`src/rtl/core/wheel_position_pid_core_assert.svh`:
```
// ----------------------------------------------------------------------------
// Wheel position PID core assertion macros
// Property wrappers clocked on clk and disabled while arst_n is low.
// ----------------------------------------------------------------------------
`ifndef WHEEL_POSITION_PID_CORE_ASSERT_SVH
`define WHEEL_POSITION_PID_CORE_ASSERT_SVH

// same-cycle implication
`define WPP_ASSERT_IMP(name, ante, cons, msg) \
	name: assert property (@(posedge clk) disable iff (!arst_n) (ante) |-> (cons)) \
		else $error(msg);

// next-cycle implication
`define WPP_ASSERT_NXT(name, ante, cons, msg) \
	name: assert property (@(posedge clk) disable iff (!arst_n) (ante) |=> (cons)) \
		else $error(msg);

`endif

```
`src/rtl/core/wpp_pkg.sv`:
```
// ----------------------------------------------------------------------------
// Wheel position PID package
// Shared widths, register codes, reset values and the microcode program.
// ----------------------------------------------------------------------------
package wpp_pkg;

	localparam int NUM_WHEELS_DEF = 4;
	localparam int COUNT_BITS_DEF = 24;

	localparam int WHEEL_W    = 2;
	localparam int GAIN_W     = 24;
	localparam int SCALE_W    = 10;
	localparam int DUTY_W     = 8;
	localparam int DIR_W      = 2;
	localparam int INTEG_W    = 48;
	localparam int CHUNK_W    = 24;
	localparam int OPND_W     = 2 * CHUNK_W;
	localparam int PROD_W     = GAIN_W + CHUNK_W + 1;
	localparam int ACC_W      = 76;
	localparam int Q_SHIFT    = 16;
	localparam int CFG_IDX_W  = 3;
	localparam int CFG_DATA_W = 24;
	localparam int PERMILLE   = 1000;

	localparam logic [GAIN_W-1:0]  KP_RST    = GAIN_W'(262144);
	localparam logic [GAIN_W-1:0]  KI_RST    = GAIN_W'(77);
	localparam logic [GAIN_W-1:0]  KD_RST    = GAIN_W'(57672);
	localparam logic [SCALE_W-1:0] SCALE_RST = SCALE_W'(20);
	localparam logic [SCALE_W-1:0] BAND_RST  = SCALE_W'(30);

	localparam logic [DIR_W-1:0] DIR_STOP = DIR_W'(0);
	localparam logic [DIR_W-1:0] DIR_FWD  = DIR_W'(1);
	localparam logic [DIR_W-1:0] DIR_REV  = DIR_W'(2);

	typedef enum logic [CFG_IDX_W-1:0] {
		REG_KP,
		REG_KI,
		REG_KD,
		REG_SCALE,
		REG_BAND
	} cfg_reg_t;

	typedef enum logic [2:0] {
		UOP_NOP,
		UOP_LOAD,
		UOP_UPDATE,
		UOP_DERIV,
		UOP_BAND,
		UOP_EMIT
	} uop_t;

	typedef enum logic [1:0] {
		GAIN_KP,
		GAIN_KI,
		GAIN_KD
	} gain_sel_t;

	typedef enum logic [0:0] {
		SEQ_IDLE,
		SEQ_RUN
	} seq_state_t;

	localparam int STEP_W      = 4;
	localparam int UCODE_DEPTH = 11;

	localparam logic [STEP_W-1:0] STEP_ZERO = STEP_W'(0);
	localparam logic [STEP_W-1:0] STEP_EMIT = STEP_W'(10);

	typedef struct packed {
		uop_t              op;
		logic              mul_en;
		gain_sel_t         gain;
		logic              chunk_hi;
		logic              acc_en;
		logic              jmp_bad;
		logic [STEP_W-1:0] target;
		logic              last;
	} ucode_t;

	typedef struct packed {
		logic   accept;
		logic   fire;
		ucode_t uw;
	} seq_ctl_t;

	typedef struct packed {
		logic wheel_bad;
	} dp_stat_t;

	// load, update, derivative, band check, then six gain*chunk products into the accumulator, then emit
	localparam ucode_t PROGRAM [UCODE_DEPTH] = '{
		'{UOP_LOAD,   1'b0, GAIN_KP, 1'b0, 1'b0, 1'b1, STEP_EMIT, 1'b0},
		'{UOP_UPDATE, 1'b0, GAIN_KP, 1'b0, 1'b0, 1'b0, STEP_ZERO, 1'b0},
		'{UOP_DERIV,  1'b0, GAIN_KP, 1'b0, 1'b0, 1'b0, STEP_ZERO, 1'b0},
		'{UOP_BAND,   1'b1, GAIN_KP, 1'b0, 1'b0, 1'b0, STEP_ZERO, 1'b0},
		'{UOP_NOP,    1'b1, GAIN_KP, 1'b1, 1'b1, 1'b0, STEP_ZERO, 1'b0},
		'{UOP_NOP,    1'b1, GAIN_KI, 1'b0, 1'b1, 1'b0, STEP_ZERO, 1'b0},
		'{UOP_NOP,    1'b1, GAIN_KI, 1'b1, 1'b1, 1'b0, STEP_ZERO, 1'b0},
		'{UOP_NOP,    1'b1, GAIN_KD, 1'b0, 1'b1, 1'b0, STEP_ZERO, 1'b0},
		'{UOP_NOP,    1'b1, GAIN_KD, 1'b1, 1'b1, 1'b0, STEP_ZERO, 1'b0},
		'{UOP_NOP,    1'b0, GAIN_KP, 1'b0, 1'b1, 1'b0, STEP_ZERO, 1'b0},
		'{UOP_EMIT,   1'b0, GAIN_KP, 1'b0, 1'b0, 1'b0, STEP_ZERO, 1'b1}
	};

endpackage

```
`src/rtl/core/wpp_mul.sv`:
```
// ----------------------------------------------------------------------------
// Wheel position PID gain multiplier
// Unsigned gain times one signed operand chunk, product registered.
// ----------------------------------------------------------------------------
module wpp_mul import wpp_pkg::*; (
	input  logic                     clk,
	input  logic                     en,
	input  logic                     hi,
	input  logic [GAIN_W-1:0]        gain,
	input  logic signed [CHUNK_W:0]  opnd,
	output logic signed [PROD_W-1:0] prod_s1,
	output logic                     hi_s1
);

	localparam int FULL_W = GAIN_W + CHUNK_W + 2;

	logic signed [FULL_W-1:0] prod_full;

	assign prod_full = FULL_W'($signed({1'b0, gain})) * FULL_W'(opnd);

	always_ff @(posedge clk) begin
		if (en) begin
			prod_s1 <= prod_full[PROD_W-1:0];
			hi_s1   <= hi;
		end
	end

endmodule

```
`src/rtl/core/wpp_dp.sv`:
```
// ----------------------------------------------------------------------------
// Wheel position PID datapath
// Config registers, per-wheel state, error arithmetic, accumulator and result.
// ----------------------------------------------------------------------------
module wpp_dp import wpp_pkg::*; #(
	parameter int NUM_WHEELS = NUM_WHEELS_DEF,
	parameter int COUNT_BITS = COUNT_BITS_DEF
) (
	input  logic                         clk,
	input  logic                         arst_n,
	input  seq_ctl_t                     ctl,
	input  logic                         cfg_we,
	input  logic [CFG_IDX_W-1:0]         cfg_index,
	input  logic [CFG_DATA_W-1:0]        cfg_data,
	input  logic [WHEEL_W-1:0]           wheel_index,
	input  logic signed [COUNT_BITS-1:0] target_count,
	input  logic signed [COUNT_BITS-1:0] measured_count,
	output dp_stat_t                     stat,
	output logic [WHEEL_W-1:0]           wheel_id,
	output logic [DUTY_W-1:0]            pwm_duty,
	output logic [DIR_W-1:0]             drive_dir,
	output logic                         in_band
);

	localparam int E_W    = COUNT_BITS + 1;
	localparam int DIFF_W = COUNT_BITS + 2;
	localparam int DE_W   = DIFF_W + SCALE_W;
	localparam int DEF_W  = DE_W + 1;
	localparam int BAND_W = COUNT_BITS + SCALE_W + 1;
	localparam int ISUM_W = INTEG_W + 1;
	localparam int IDX_W  = (NUM_WHEELS > 1) ? $clog2(NUM_WHEELS) : 1;
	localparam int MAG_LO = Q_SHIFT;
	localparam int MAG_HI = Q_SHIFT + DUTY_W;

	logic [GAIN_W-1:0]  kp_q, ki_q, kd_q;
	logic [SCALE_W-1:0] scale_q, dband_q;

	logic [WHEEL_W-1:0]           wheel_q;
	logic signed [COUNT_BITS-1:0] tgt_q, meas_q;

	logic signed [INTEG_W-1:0] integ_mem [NUM_WHEELS];
	logic signed [E_W-1:0]     last_mem  [NUM_WHEELS];

	logic signed [E_W-1:0]     e_q, last_q;
	logic signed [INTEG_W-1:0] integ_q;
	logic signed [DIFF_W-1:0]  diff_q;
	logic signed [DE_W-1:0]    de_q;
	logic [E_W-1:0]            eabs_q;
	logic [COUNT_BITS-1:0]     tabs_q;
	logic [BAND_W-1:0]         lhs_q, rhs_q;
	logic signed [ACC_W-1:0]   acc_q;

	logic [WHEEL_W-1:0] wheel_id_q;
	logic [DUTY_W-1:0]  pwm_duty_q;
	logic [DIR_W-1:0]   drive_dir_q;
	logic               in_band_q;

	logic                      wheel_bad;
	logic [IDX_W-1:0]          widx;
	logic signed [ISUM_W-1:0]  integ_sum;
	logic signed [INTEG_W-1:0] integ_sat;
	logic signed [DEF_W-1:0]   de_full;
	logic [GAIN_W-1:0]         mul_gain;
	logic signed [OPND_W-1:0]  opnd_full;
	logic signed [CHUNK_W:0]   mul_opnd;
	logic signed [PROD_W-1:0]  prod_s1;
	logic                      hi_s1;
	logic signed [ACC_W-1:0]   prod_ext, addend;
	logic                      s_neg, mag_hi_nz, band, stop;
	logic [ACC_W-1:0]          s_abs;
	logic [DUTY_W-1:0]         mag_lo;

	assign wheel_bad      = int'(wheel_q) >= NUM_WHEELS;
	assign stat.wheel_bad = wheel_bad;
	assign widx           = IDX_W'(wheel_q);

	always_ff @(posedge clk or negedge arst_n) begin
		if (!arst_n) begin
			kp_q    <= KP_RST;
			ki_q    <= KI_RST;
			kd_q    <= KD_RST;
			scale_q <= SCALE_RST;
			dband_q <= BAND_RST;
		end else if (cfg_we) begin
			unique case (cfg_index)
				REG_KP:    kp_q    <= cfg_data;
				REG_KI:    ki_q    <= cfg_data;
				REG_KD:    kd_q    <= cfg_data;
				REG_SCALE: scale_q <= cfg_data[SCALE_W-1:0];
				REG_BAND:  dband_q <= cfg_data[SCALE_W-1:0];
				default:   ;
			endcase
		end
	end

	always_ff @(posedge clk) begin
		if (ctl.accept) begin
			wheel_q <= wheel_index;
			tgt_q   <= target_count;
			meas_q  <= measured_count;
		end
	end

	always_ff @(posedge clk or negedge arst_n) begin
		if (!arst_n) begin
			for (int i = 0; i < NUM_WHEELS; i++) begin
				integ_mem[i] <= '0;
				last_mem[i]  <= '0;
			end
		end else if (ctl.fire && ctl.uw.op == UOP_DERIV && !wheel_bad) begin
			integ_mem[widx] <= integ_q;
			last_mem[widx]  <= e_q;
		end
	end

	always_comb begin
		integ_sum = ISUM_W'(integ_q) + ISUM_W'(e_q);
		if (integ_sum[ISUM_W-1] != integ_sum[ISUM_W-2]) begin
			// clamp to the 48-bit rail on the side of the true sum
			integ_sat = integ_sum[ISUM_W-1] ? {1'b1, {(INTEG_W-1){1'b0}}}
				: {1'b0, {(INTEG_W-1){1'b1}}};
		end else begin
			integ_sat = integ_sum[INTEG_W-1:0];
		end
		de_full = DEF_W'(diff_q) * DEF_W'($signed({1'b0, scale_q}));
	end

	always_comb begin
		unique case (ctl.uw.gain)
			GAIN_KP: begin
				mul_gain  = kp_q;
				opnd_full = OPND_W'(e_q);
			end
			GAIN_KI: begin
				mul_gain  = ki_q;
				opnd_full = integ_q;
			end
			GAIN_KD: begin
				mul_gain  = kd_q;
				opnd_full = OPND_W'(de_q);
			end
			default: begin
				mul_gain  = '0;
				opnd_full = '0;
			end
		endcase
		// low chunk is unsigned, high chunk carries the sign
		mul_opnd = ctl.uw.chunk_hi ? {opnd_full[OPND_W-1], opnd_full[OPND_W-1:CHUNK_W]}
			: {1'b0, opnd_full[CHUNK_W-1:0]};
	end

	wpp_mul u_mul (
		.clk     (clk),
		.en      (ctl.fire && ctl.uw.mul_en),
		.hi      (ctl.uw.chunk_hi),
		.gain    (mul_gain),
		.opnd    (mul_opnd),
		.prod_s1 (prod_s1),
		.hi_s1   (hi_s1)
	);

	always_comb begin
		prod_ext  = ACC_W'(prod_s1);
		addend    = hi_s1 ? (prod_ext <<< CHUNK_W) : prod_ext;
		s_neg     = acc_q[ACC_W-1];
		s_abs     = s_neg ? -acc_q : acc_q;
		mag_hi_nz = |s_abs[ACC_W-1:MAG_HI];
		mag_lo    = s_abs[MAG_HI-1:MAG_LO];
		band      = lhs_q < rhs_q;
		stop      = band || (!mag_hi_nz && mag_lo == '0);
	end

	always_ff @(posedge clk) begin
		if (ctl.fire) begin
			unique case (ctl.uw.op)
				UOP_LOAD: begin
					e_q     <= E_W'(tgt_q) - E_W'(meas_q);
					integ_q <= integ_mem[widx];
					last_q  <= last_mem[widx];
					acc_q   <= '0;
				end
				UOP_UPDATE: begin
					integ_q <= integ_sat;
					diff_q  <= DIFF_W'(e_q) - DIFF_W'(last_q);
					eabs_q  <= e_q[E_W-1] ? -e_q : e_q;
					tabs_q  <= tgt_q[COUNT_BITS-1] ? -tgt_q : tgt_q;
				end
				UOP_DERIV: begin
					de_q <= de_full[DE_W-1:0];
				end
				UOP_BAND: begin
					lhs_q <= BAND_W'(eabs_q) * BAND_W'(PERMILLE);
					rhs_q <= BAND_W'(dband_q) * BAND_W'(tabs_q);
				end
				UOP_EMIT: begin
					wheel_id_q <= wheel_q;
					if (wheel_bad) begin
						pwm_duty_q  <= '0;
						drive_dir_q <= DIR_STOP;
						in_band_q   <= 1'b0;
					end else if (stop) begin
						pwm_duty_q  <= '0;
						drive_dir_q <= DIR_STOP;
						in_band_q   <= band;
					end else begin
						pwm_duty_q  <= mag_hi_nz ? '1 : mag_lo;
						drive_dir_q <= s_neg ? DIR_REV : DIR_FWD;
						in_band_q   <= 1'b0;
					end
				end
				default: ;
			endcase
			if (ctl.uw.acc_en) begin
				acc_q <= acc_q + addend;
			end
		end
	end

	assign wheel_id  = wheel_id_q;
	assign pwm_duty  = pwm_duty_q;
	assign drive_dir = drive_dir_q;
	assign in_band   = in_band_q;

endmodule

```
`src/rtl/core/wpp_seq.sv`:
```
// ----------------------------------------------------------------------------
// Wheel position PID sequencer
// Step counter over the microcode program, with input and output handshake.
// ----------------------------------------------------------------------------
module wpp_seq import wpp_pkg::*; (
	input  logic     clk,
	input  logic     arst_n,
	input  logic     in_valid,
	output logic     in_stall,
	input  logic     out_stall,
	output logic     out_valid,
	input  dp_stat_t stat,
	output seq_ctl_t ctl
);

	seq_state_t        state_q, state_d;
	logic [STEP_W-1:0] step_q, step_d;
	logic              out_valid_q, out_valid_d;
	ucode_t            uw;
	logic              hold, fire, accept;

	always_ff @(posedge clk or negedge arst_n) begin
		if (!arst_n) begin
			state_q     <= SEQ_IDLE;
			step_q      <= STEP_ZERO;
			out_valid_q <= 1'b0;
		end else begin
			state_q     <= state_d;
			step_q      <= step_d;
			out_valid_q <= out_valid_d;
		end
	end

	always_comb begin
		uw       = PROGRAM[step_q];
		// hold the emit step while the last word still sits unclaimed
		hold     = (uw.op == UOP_EMIT) && out_valid_q && out_stall;
		state_d  = state_q;
		step_d   = step_q;
		accept   = 1'b0;
		fire     = 1'b0;
		in_stall = 1'b1;
		unique case (state_q)
			SEQ_IDLE: begin
				in_stall = 1'b0;
				if (in_valid) begin
					accept  = 1'b1;
					state_d = SEQ_RUN;
					step_d  = STEP_ZERO;
				end
			end
			SEQ_RUN: begin
				fire = !hold;
				if (fire) begin
					if (uw.last) begin
						state_d = SEQ_IDLE;
					end else if (uw.jmp_bad && stat.wheel_bad) begin
						step_d = uw.target;
					end else begin
						step_d = step_q + STEP_W'(1);
					end
				end
			end
			default: state_d = SEQ_IDLE;
		endcase
		out_valid_d = (fire && uw.op == UOP_EMIT) || (out_valid_q && out_stall);
		ctl.accept  = accept;
		ctl.fire    = fire;
		ctl.uw      = uw;
	end

	assign out_valid = out_valid_q;

endmodule

```
`src/rtl/core/wheel_position_pid_core.sv`:
```
// ----------------------------------------------------------------------------
// Wheel position PID core
// Discrete PID position controller stepping one of several wheels per word.
//
//   Channel  Role    Handshake            Payload
//   in       sink    in_valid/in_stall    wheel_index, target_count, measured_count
//   out      source  out_valid/out_stall  wheel_id, pwm_duty, drive_dir, in_band
//   cfg      sink    cfg_valid/cfg_ready  cfg_index, cfg_data
//
// An accepted word runs through the 11 microcode steps, and the next word is
// taken only in the idle state that follows the emit step.
// A wheel index at or beyond NUM_WHEELS jumps from the load step to the emit step.
// The program length is set by the one shared 24x25 multiplier, fed one 24-bit
// operand chunk per step for the three gain terms.
// Reset restores the gain registers and clears integral and last error at once.
// A result waits in the output register; the emit step holds only while the
// previous word is still stalled there. Config writes are always ready.
// ----------------------------------------------------------------------------
`include "wheel_position_pid_core_assert.svh"

module wheel_position_pid_core import wpp_pkg::*; #(
	parameter int NUM_WHEELS = NUM_WHEELS_DEF,
	parameter int COUNT_BITS = COUNT_BITS_DEF
) (
	input  logic                         clk,
	input  logic                         arst_n,
	input  logic                         in_valid,
	output logic                         in_stall,
	input  logic [WHEEL_W-1:0]           wheel_index,
	input  logic signed [COUNT_BITS-1:0] target_count,
	input  logic signed [COUNT_BITS-1:0] measured_count,
	output logic                         out_valid,
	input  logic                         out_stall,
	output logic [WHEEL_W-1:0]           wheel_id,
	output logic [DUTY_W-1:0]            pwm_duty,
	output logic [DIR_W-1:0]             drive_dir,
	output logic                         in_band,
	input  logic                         cfg_valid,
	output logic                         cfg_ready,
	input  logic [CFG_IDX_W-1:0]         cfg_index,
	input  logic [CFG_DATA_W-1:0]        cfg_data
);

	seq_ctl_t seq_ctl;
	dp_stat_t dp_stat;

	assign cfg_ready = 1'b1;

	wpp_seq u_seq (
		.clk       (clk),
		.arst_n    (arst_n),
		.in_valid  (in_valid),
		.in_stall  (in_stall),
		.out_stall (out_stall),
		.out_valid (out_valid),
		.stat      (dp_stat),
		.ctl       (seq_ctl)
	);

	wpp_dp #(
		.NUM_WHEELS (NUM_WHEELS),
		.COUNT_BITS (COUNT_BITS)
	) u_dp (
		.clk            (clk),
		.arst_n         (arst_n),
		.ctl            (seq_ctl),
		.cfg_we         (cfg_valid && cfg_ready),
		.cfg_index      (cfg_index),
		.cfg_data       (cfg_data),
		.wheel_index    (wheel_index),
		.target_count   (target_count),
		.measured_count (measured_count),
		.stat           (dp_stat),
		.wheel_id       (wheel_id),
		.pwm_duty       (pwm_duty),
		.drive_dir      (drive_dir),
		.in_band        (in_band)
	);

	`WPP_ASSERT_NXT(a_accept_starts_run, in_valid && !in_stall, in_stall, "accepted word did not start the sequencer")
	`WPP_ASSERT_IMP(a_emit_into_free_slot, seq_ctl.fire && seq_ctl.uw.op == UOP_EMIT, !(out_valid && out_stall), "result emitted over a stalled word")
	`WPP_ASSERT_IMP(a_drive_not_in_band, out_valid && pwm_duty != '0, drive_dir != DIR_STOP && !in_band, "nonzero duty with stop or in band")
	`WPP_ASSERT_IMP(a_fire_only_busy, seq_ctl.fire, in_stall && !seq_ctl.accept, "microcode step fired while idle")

endmodule
```
`config.mk`:
```
export PLATFORM = sky130hd
export DESIGN_NAME = wheel_position_pid_core
export DESIGN_NICKNAME = d
export VERILOG_FILES = /design/src/rtl/core/wpp_pkg.sv /design/src/rtl/core/wpp_mul.sv /design/src/rtl/core/wpp_dp.sv /design/src/rtl/core/wpp_seq.sv /design/src/rtl/core/wheel_position_pid_core.sv
export VERILOG_INCLUDE_DIRS = /design/src /design/src/rtl/core
export SDC_FILE = /design/constraint.sdc
export NUM_CORES = 2
export LEC_CHECK = 0
export BUFFER_PORTS_ARGS = -buffer_cell sky130_fd_sc_hd__buf_2
export CORE_MARGIN = 3
export CORE_UTILIZATION = 38
export CTS_CLUSTER_SIZE = 14
export DETAILED_ROUTE_END_ITERATION = 8
export SYNTH_ARGS = -nofsm -noshare
export SYNTH_HDL_FRONTEND = slang
export SYNTH_SLANG_ARGS = --single-unit
```
`constraint.sdc`:
```
create_clock -name clk -period 12.35 [get_ports clk]
set_input_delay 3.0875 -clock clk [delete_from_list [all_inputs] [get_ports clk]]
set_output_delay 3.0875 -clock clk [all_outputs]
set_load 0.01 [all_outputs]
```
==> metrics.md <==
| Metric | Value |
|---|---|
| Cts repair resizes | `0` |
| Routed length per instance | `20.9 microns` |
| Synthesis warning total | `0` |
| Mapped cell area | `85,900 sq um` |
| Post-synth net total | `between 10,000 and 15,000` |
| WHS Path Cells | `2` |
| Element type at the critical path end | `flop` |
| Crit-path max FO | `a little over 40` |
| Most common cell on crit path | `fa_1` |
| Count of pins over their slew limit | `0` |
| Top cells by area, synth | `fa_1 23%, edfxtp_1 16%, dfrtp_1 11%` |
| DRT Pass-1 Iters | `6` |
| Setup Buffers After CTS | `0` |
| Met1 GRT Util | `0.285` |
| Hold crit path type | `reg2reg` |
| CP max stage delay | `0.98 ns` |
| Met3 Resource Use GR | `0.0320` |
| Reg2reg end | `u_dp.u_mul.prod_s1[45]$_DFFE_PP_` |
| Placed Instance Area | `roughly 90,000 sq um` |
| Largest net degree at the start of global routing | `roughly 180` |
| RSZ-0062 raised after global routing | `no` |
| Vias | `between 60,000 and 70,000` |
| Total grt overflow | `0` |
| DIE AREA | `232,000 sq um` |
| CP startpoint kind | `flop` |
| Post-route antenna net violation count | `0` |
| Clock skew | `0.0581 ns` |
| Synthesized instance count | `8,546` |
| Final setup vio count | `0` |
| RePlAce Congestion | `0.964` |
| Share of layout cells above drive strength 1 | `0.110` |
| Hold EP | `u_dp.last_mem[1]$_DFFE_PN0P_` |
| Clk_lat worst skew | `0.75 ns` |
| Vias in the first global route | `65,100` |
| CP bufs+invs | `8` |
| Row cnt | `173` |
| Number of remaining DRC errors | `0` |
| Yosys cell types | `87` |
| Die height | `482 microns` |
| Yosys top cell by area | `fa_1` |
| CP arrival | `11.00 ns` |
| Htree depth | `3` |
| Hpwl dp | `184 mm` |
| Post-synth ARST share | `0.457` |
| Area Overhead vs Synth | `8.64%` |
| Gr busiest metal | `met2` |
| Outcome | `completed` |
| Antenna violations before repair | `11` |
| First-pass GRT wire length | `380 mm` |
| Core area | `approximately 220,000 sq um` |
| Die Width | `approximately 480 microns` |
| Longest Clk Path Bufs | `3` |
| R2R depth | `32` |
| Register area share after synthesis | `0.276` |
| Count leader, synth | `inv_1` |
| Final hold vios | `0` |
| Reg2reg setup slack | `between 1.5 and 2 ns` |
| Number of synthesized flops with an enable pin | `464` |
| Port Buffers | `96` |
| Worst slew pin tran | `1.38 ns` |
| Post-route cell area | `93,400 sq um` |
| Setup TNS | `0 ns` |
| CTS Hold Bufs | `0` |
| Post-Route WL | `242 mm` |
| CP max stage cell | `a21oi_1` |
| Clock sink total | `854` |
| Yosys top cell area share | `0.231` |
| Ports | `just under 100` |
| Period Utilization, post-route | `0.851` |
| Reg2reg start | `u_seq.step_q[0]$_DFFE_PN0P_` |
| Clock-pin slew on the worst setup and hold paths | `0.06 ns` |
| Met2 GRT Util | `0.340` |
| CTS tree | `done` |
| Nets | `10,200` |
| Synthesized area per cell | `10.1 sq um` |
| CTS root buf | `clkbuf_16` |
| Rel. slew slack | `0.0760` |
| Critical Path RT | `12.84 ns` |
| Kind of cell adding the most delay to the critical path | `adder cells` |
| Flip-flop and latch count after synthesis | `approximately 850` |
| Crit path kind | `reg2reg` |
| Synth cell count leaders | `1,244 x inv_1, 993 x fa_1, 945 x nand2_1` |
| Num CTS Buffers | `roughly 100` |
| Vias per cell | `5.38` |
| Min-delay src | `u_dp.last_mem[1]$_DFFE_PN0P_` |
| Global-route usage over all layers | `0.210` |
| Fmax | `95.1 MHz` |
| Initial Util | `0.384` |
| Iter 0 DRT Violations | `5,176` |
| Max-cap violations | `0` |
| Dominant synthesized flop cell | `edfxtp_1` |
| Fin crit period | `around 11 ns` |
state kept, by name, indices dropped and copies added, names as in the netlist, 25 cells and up:
name,count
u_dp.rhs_q,34
u_dp.integ_q,48
u_dp.diff_q,26
u_dp.last_mem,100
u_dp.last_q,25
u_dp.integ_mem,192
u_dp.u_mul.prod_s1,49
u_dp.de_q,36
u_dp.e_q,25
u_dp.lhs_q,32
u_dp.acc_q,76
u_dp.eabs_q,25
cells in the final DEF (no fill, tap or decap), types with 80 or more instances in the layout:
cell,instances
a21o_1,176
a21oi_1,306
and2_1,300
buf_2,95
buf_4,115
clkbuf_16,106
dfrtp_1,373
edfxtp_1,464
fa_1,993
ha_1,632
inv_1,1243
mux2_2,407
nand2_1,944
nor2_1,575
nor3_1,80
o21a_1,84
o21ai_0,290
xnor2_1,238
xor2_1,97
metrics by stage:
step                      worst slack, ns  instances  hold slack (ns)  utilization
after floorplan                      3.11       8546            0.424            -
after global placement               2.01      11300            0.469        0.402
after detailed placement             1.85      11300            0.473        0.402
after CTS                            1.90      11500            0.486        0.417
after global routing                 1.24      11500            0.510        0.418
final                                1.84      11500            0.485        0.418
worst max-delay path by stage:
stage | startpoint | to | slack [ns] | cells after the start
3_3_place_gp | u_seq.step_q[0]$_DFFE_PN0P_ | u_dp.u_mul.prod_s1[45]$_DFFE_PP_ | 2.01 | 33
6_report | u_seq.step_q[0]$_DFFE_PN0P_ | u_dp.u_mul.prod_s1[45]$_DFFE_PP_ | 1.84 | 32
2_1_floorplan | u_seq.step_q[0]$_DFFE_PN0P_ | u_dp.u_mul.prod_s1[47]$_DFFE_PP_ | 3.11 | 38
5_1_grt | u_seq.step_q[0]$_DFFE_PN0P_ | u_dp.u_mul.prod_s1[45]$_DFFE_PP_ | 1.24 | 32
4_1_cts | u_seq.step_q[0]$_DFFE_PN0P_ | u_dp.u_mul.prod_s1[47]$_DFFE_PP_ | 1.90 | 32
3_5_place_dp | u_seq.step_q[0]$_DFFE_PN0P_ | u_dp.u_mul.prod_s1[47]$_DFFE_PP_ | 1.85 | 32
final cells by class:
cell class,instances,area (sq um)
fill,21500,130000
multi-input combinational,6061,56300
sequential,854,23700
inverter,1245,4670
tap,2975,3720
clock buffer,141,2890
timing repair buffer,215,1420
clock inverter,49,621
antenna,5,12.5
kinds of logic after synthesis:
family,share of synthesized area
and+or+nand+nor,0.125
buffers and inverters,0.0714
adders and majority gates,0.323
AOI/OAI and AO/OA,0.0909
DFF,0.276
muxes,0.0790
xor gates and xnor gates,0.0341
other,0.0000436
worst reg2reg max path, delay by kind of cell (launching register included):
| family | cells | cell delay, ns |
|---|---|---|
| simple gates | 7 | 2.00 |
| flops | 1 | 0.53 |
| compound gates | 7 | 2.27 |
| xor+xnor | 1 | 0.10 |
| fa+ha+maj | 9 | 4.14 |
| buf+inv | 8 | 1.26 |
routing by layer:
layer	wire length, microns	vias up
li1	-	28100
met1	105000	31600
met2	111000	1905
met3	15300	450
met4	10200	2
met5	7	-
Power is not shown: default switching activity piles up to over one toggle a cycle in this logic, so the estimate is an artifact.
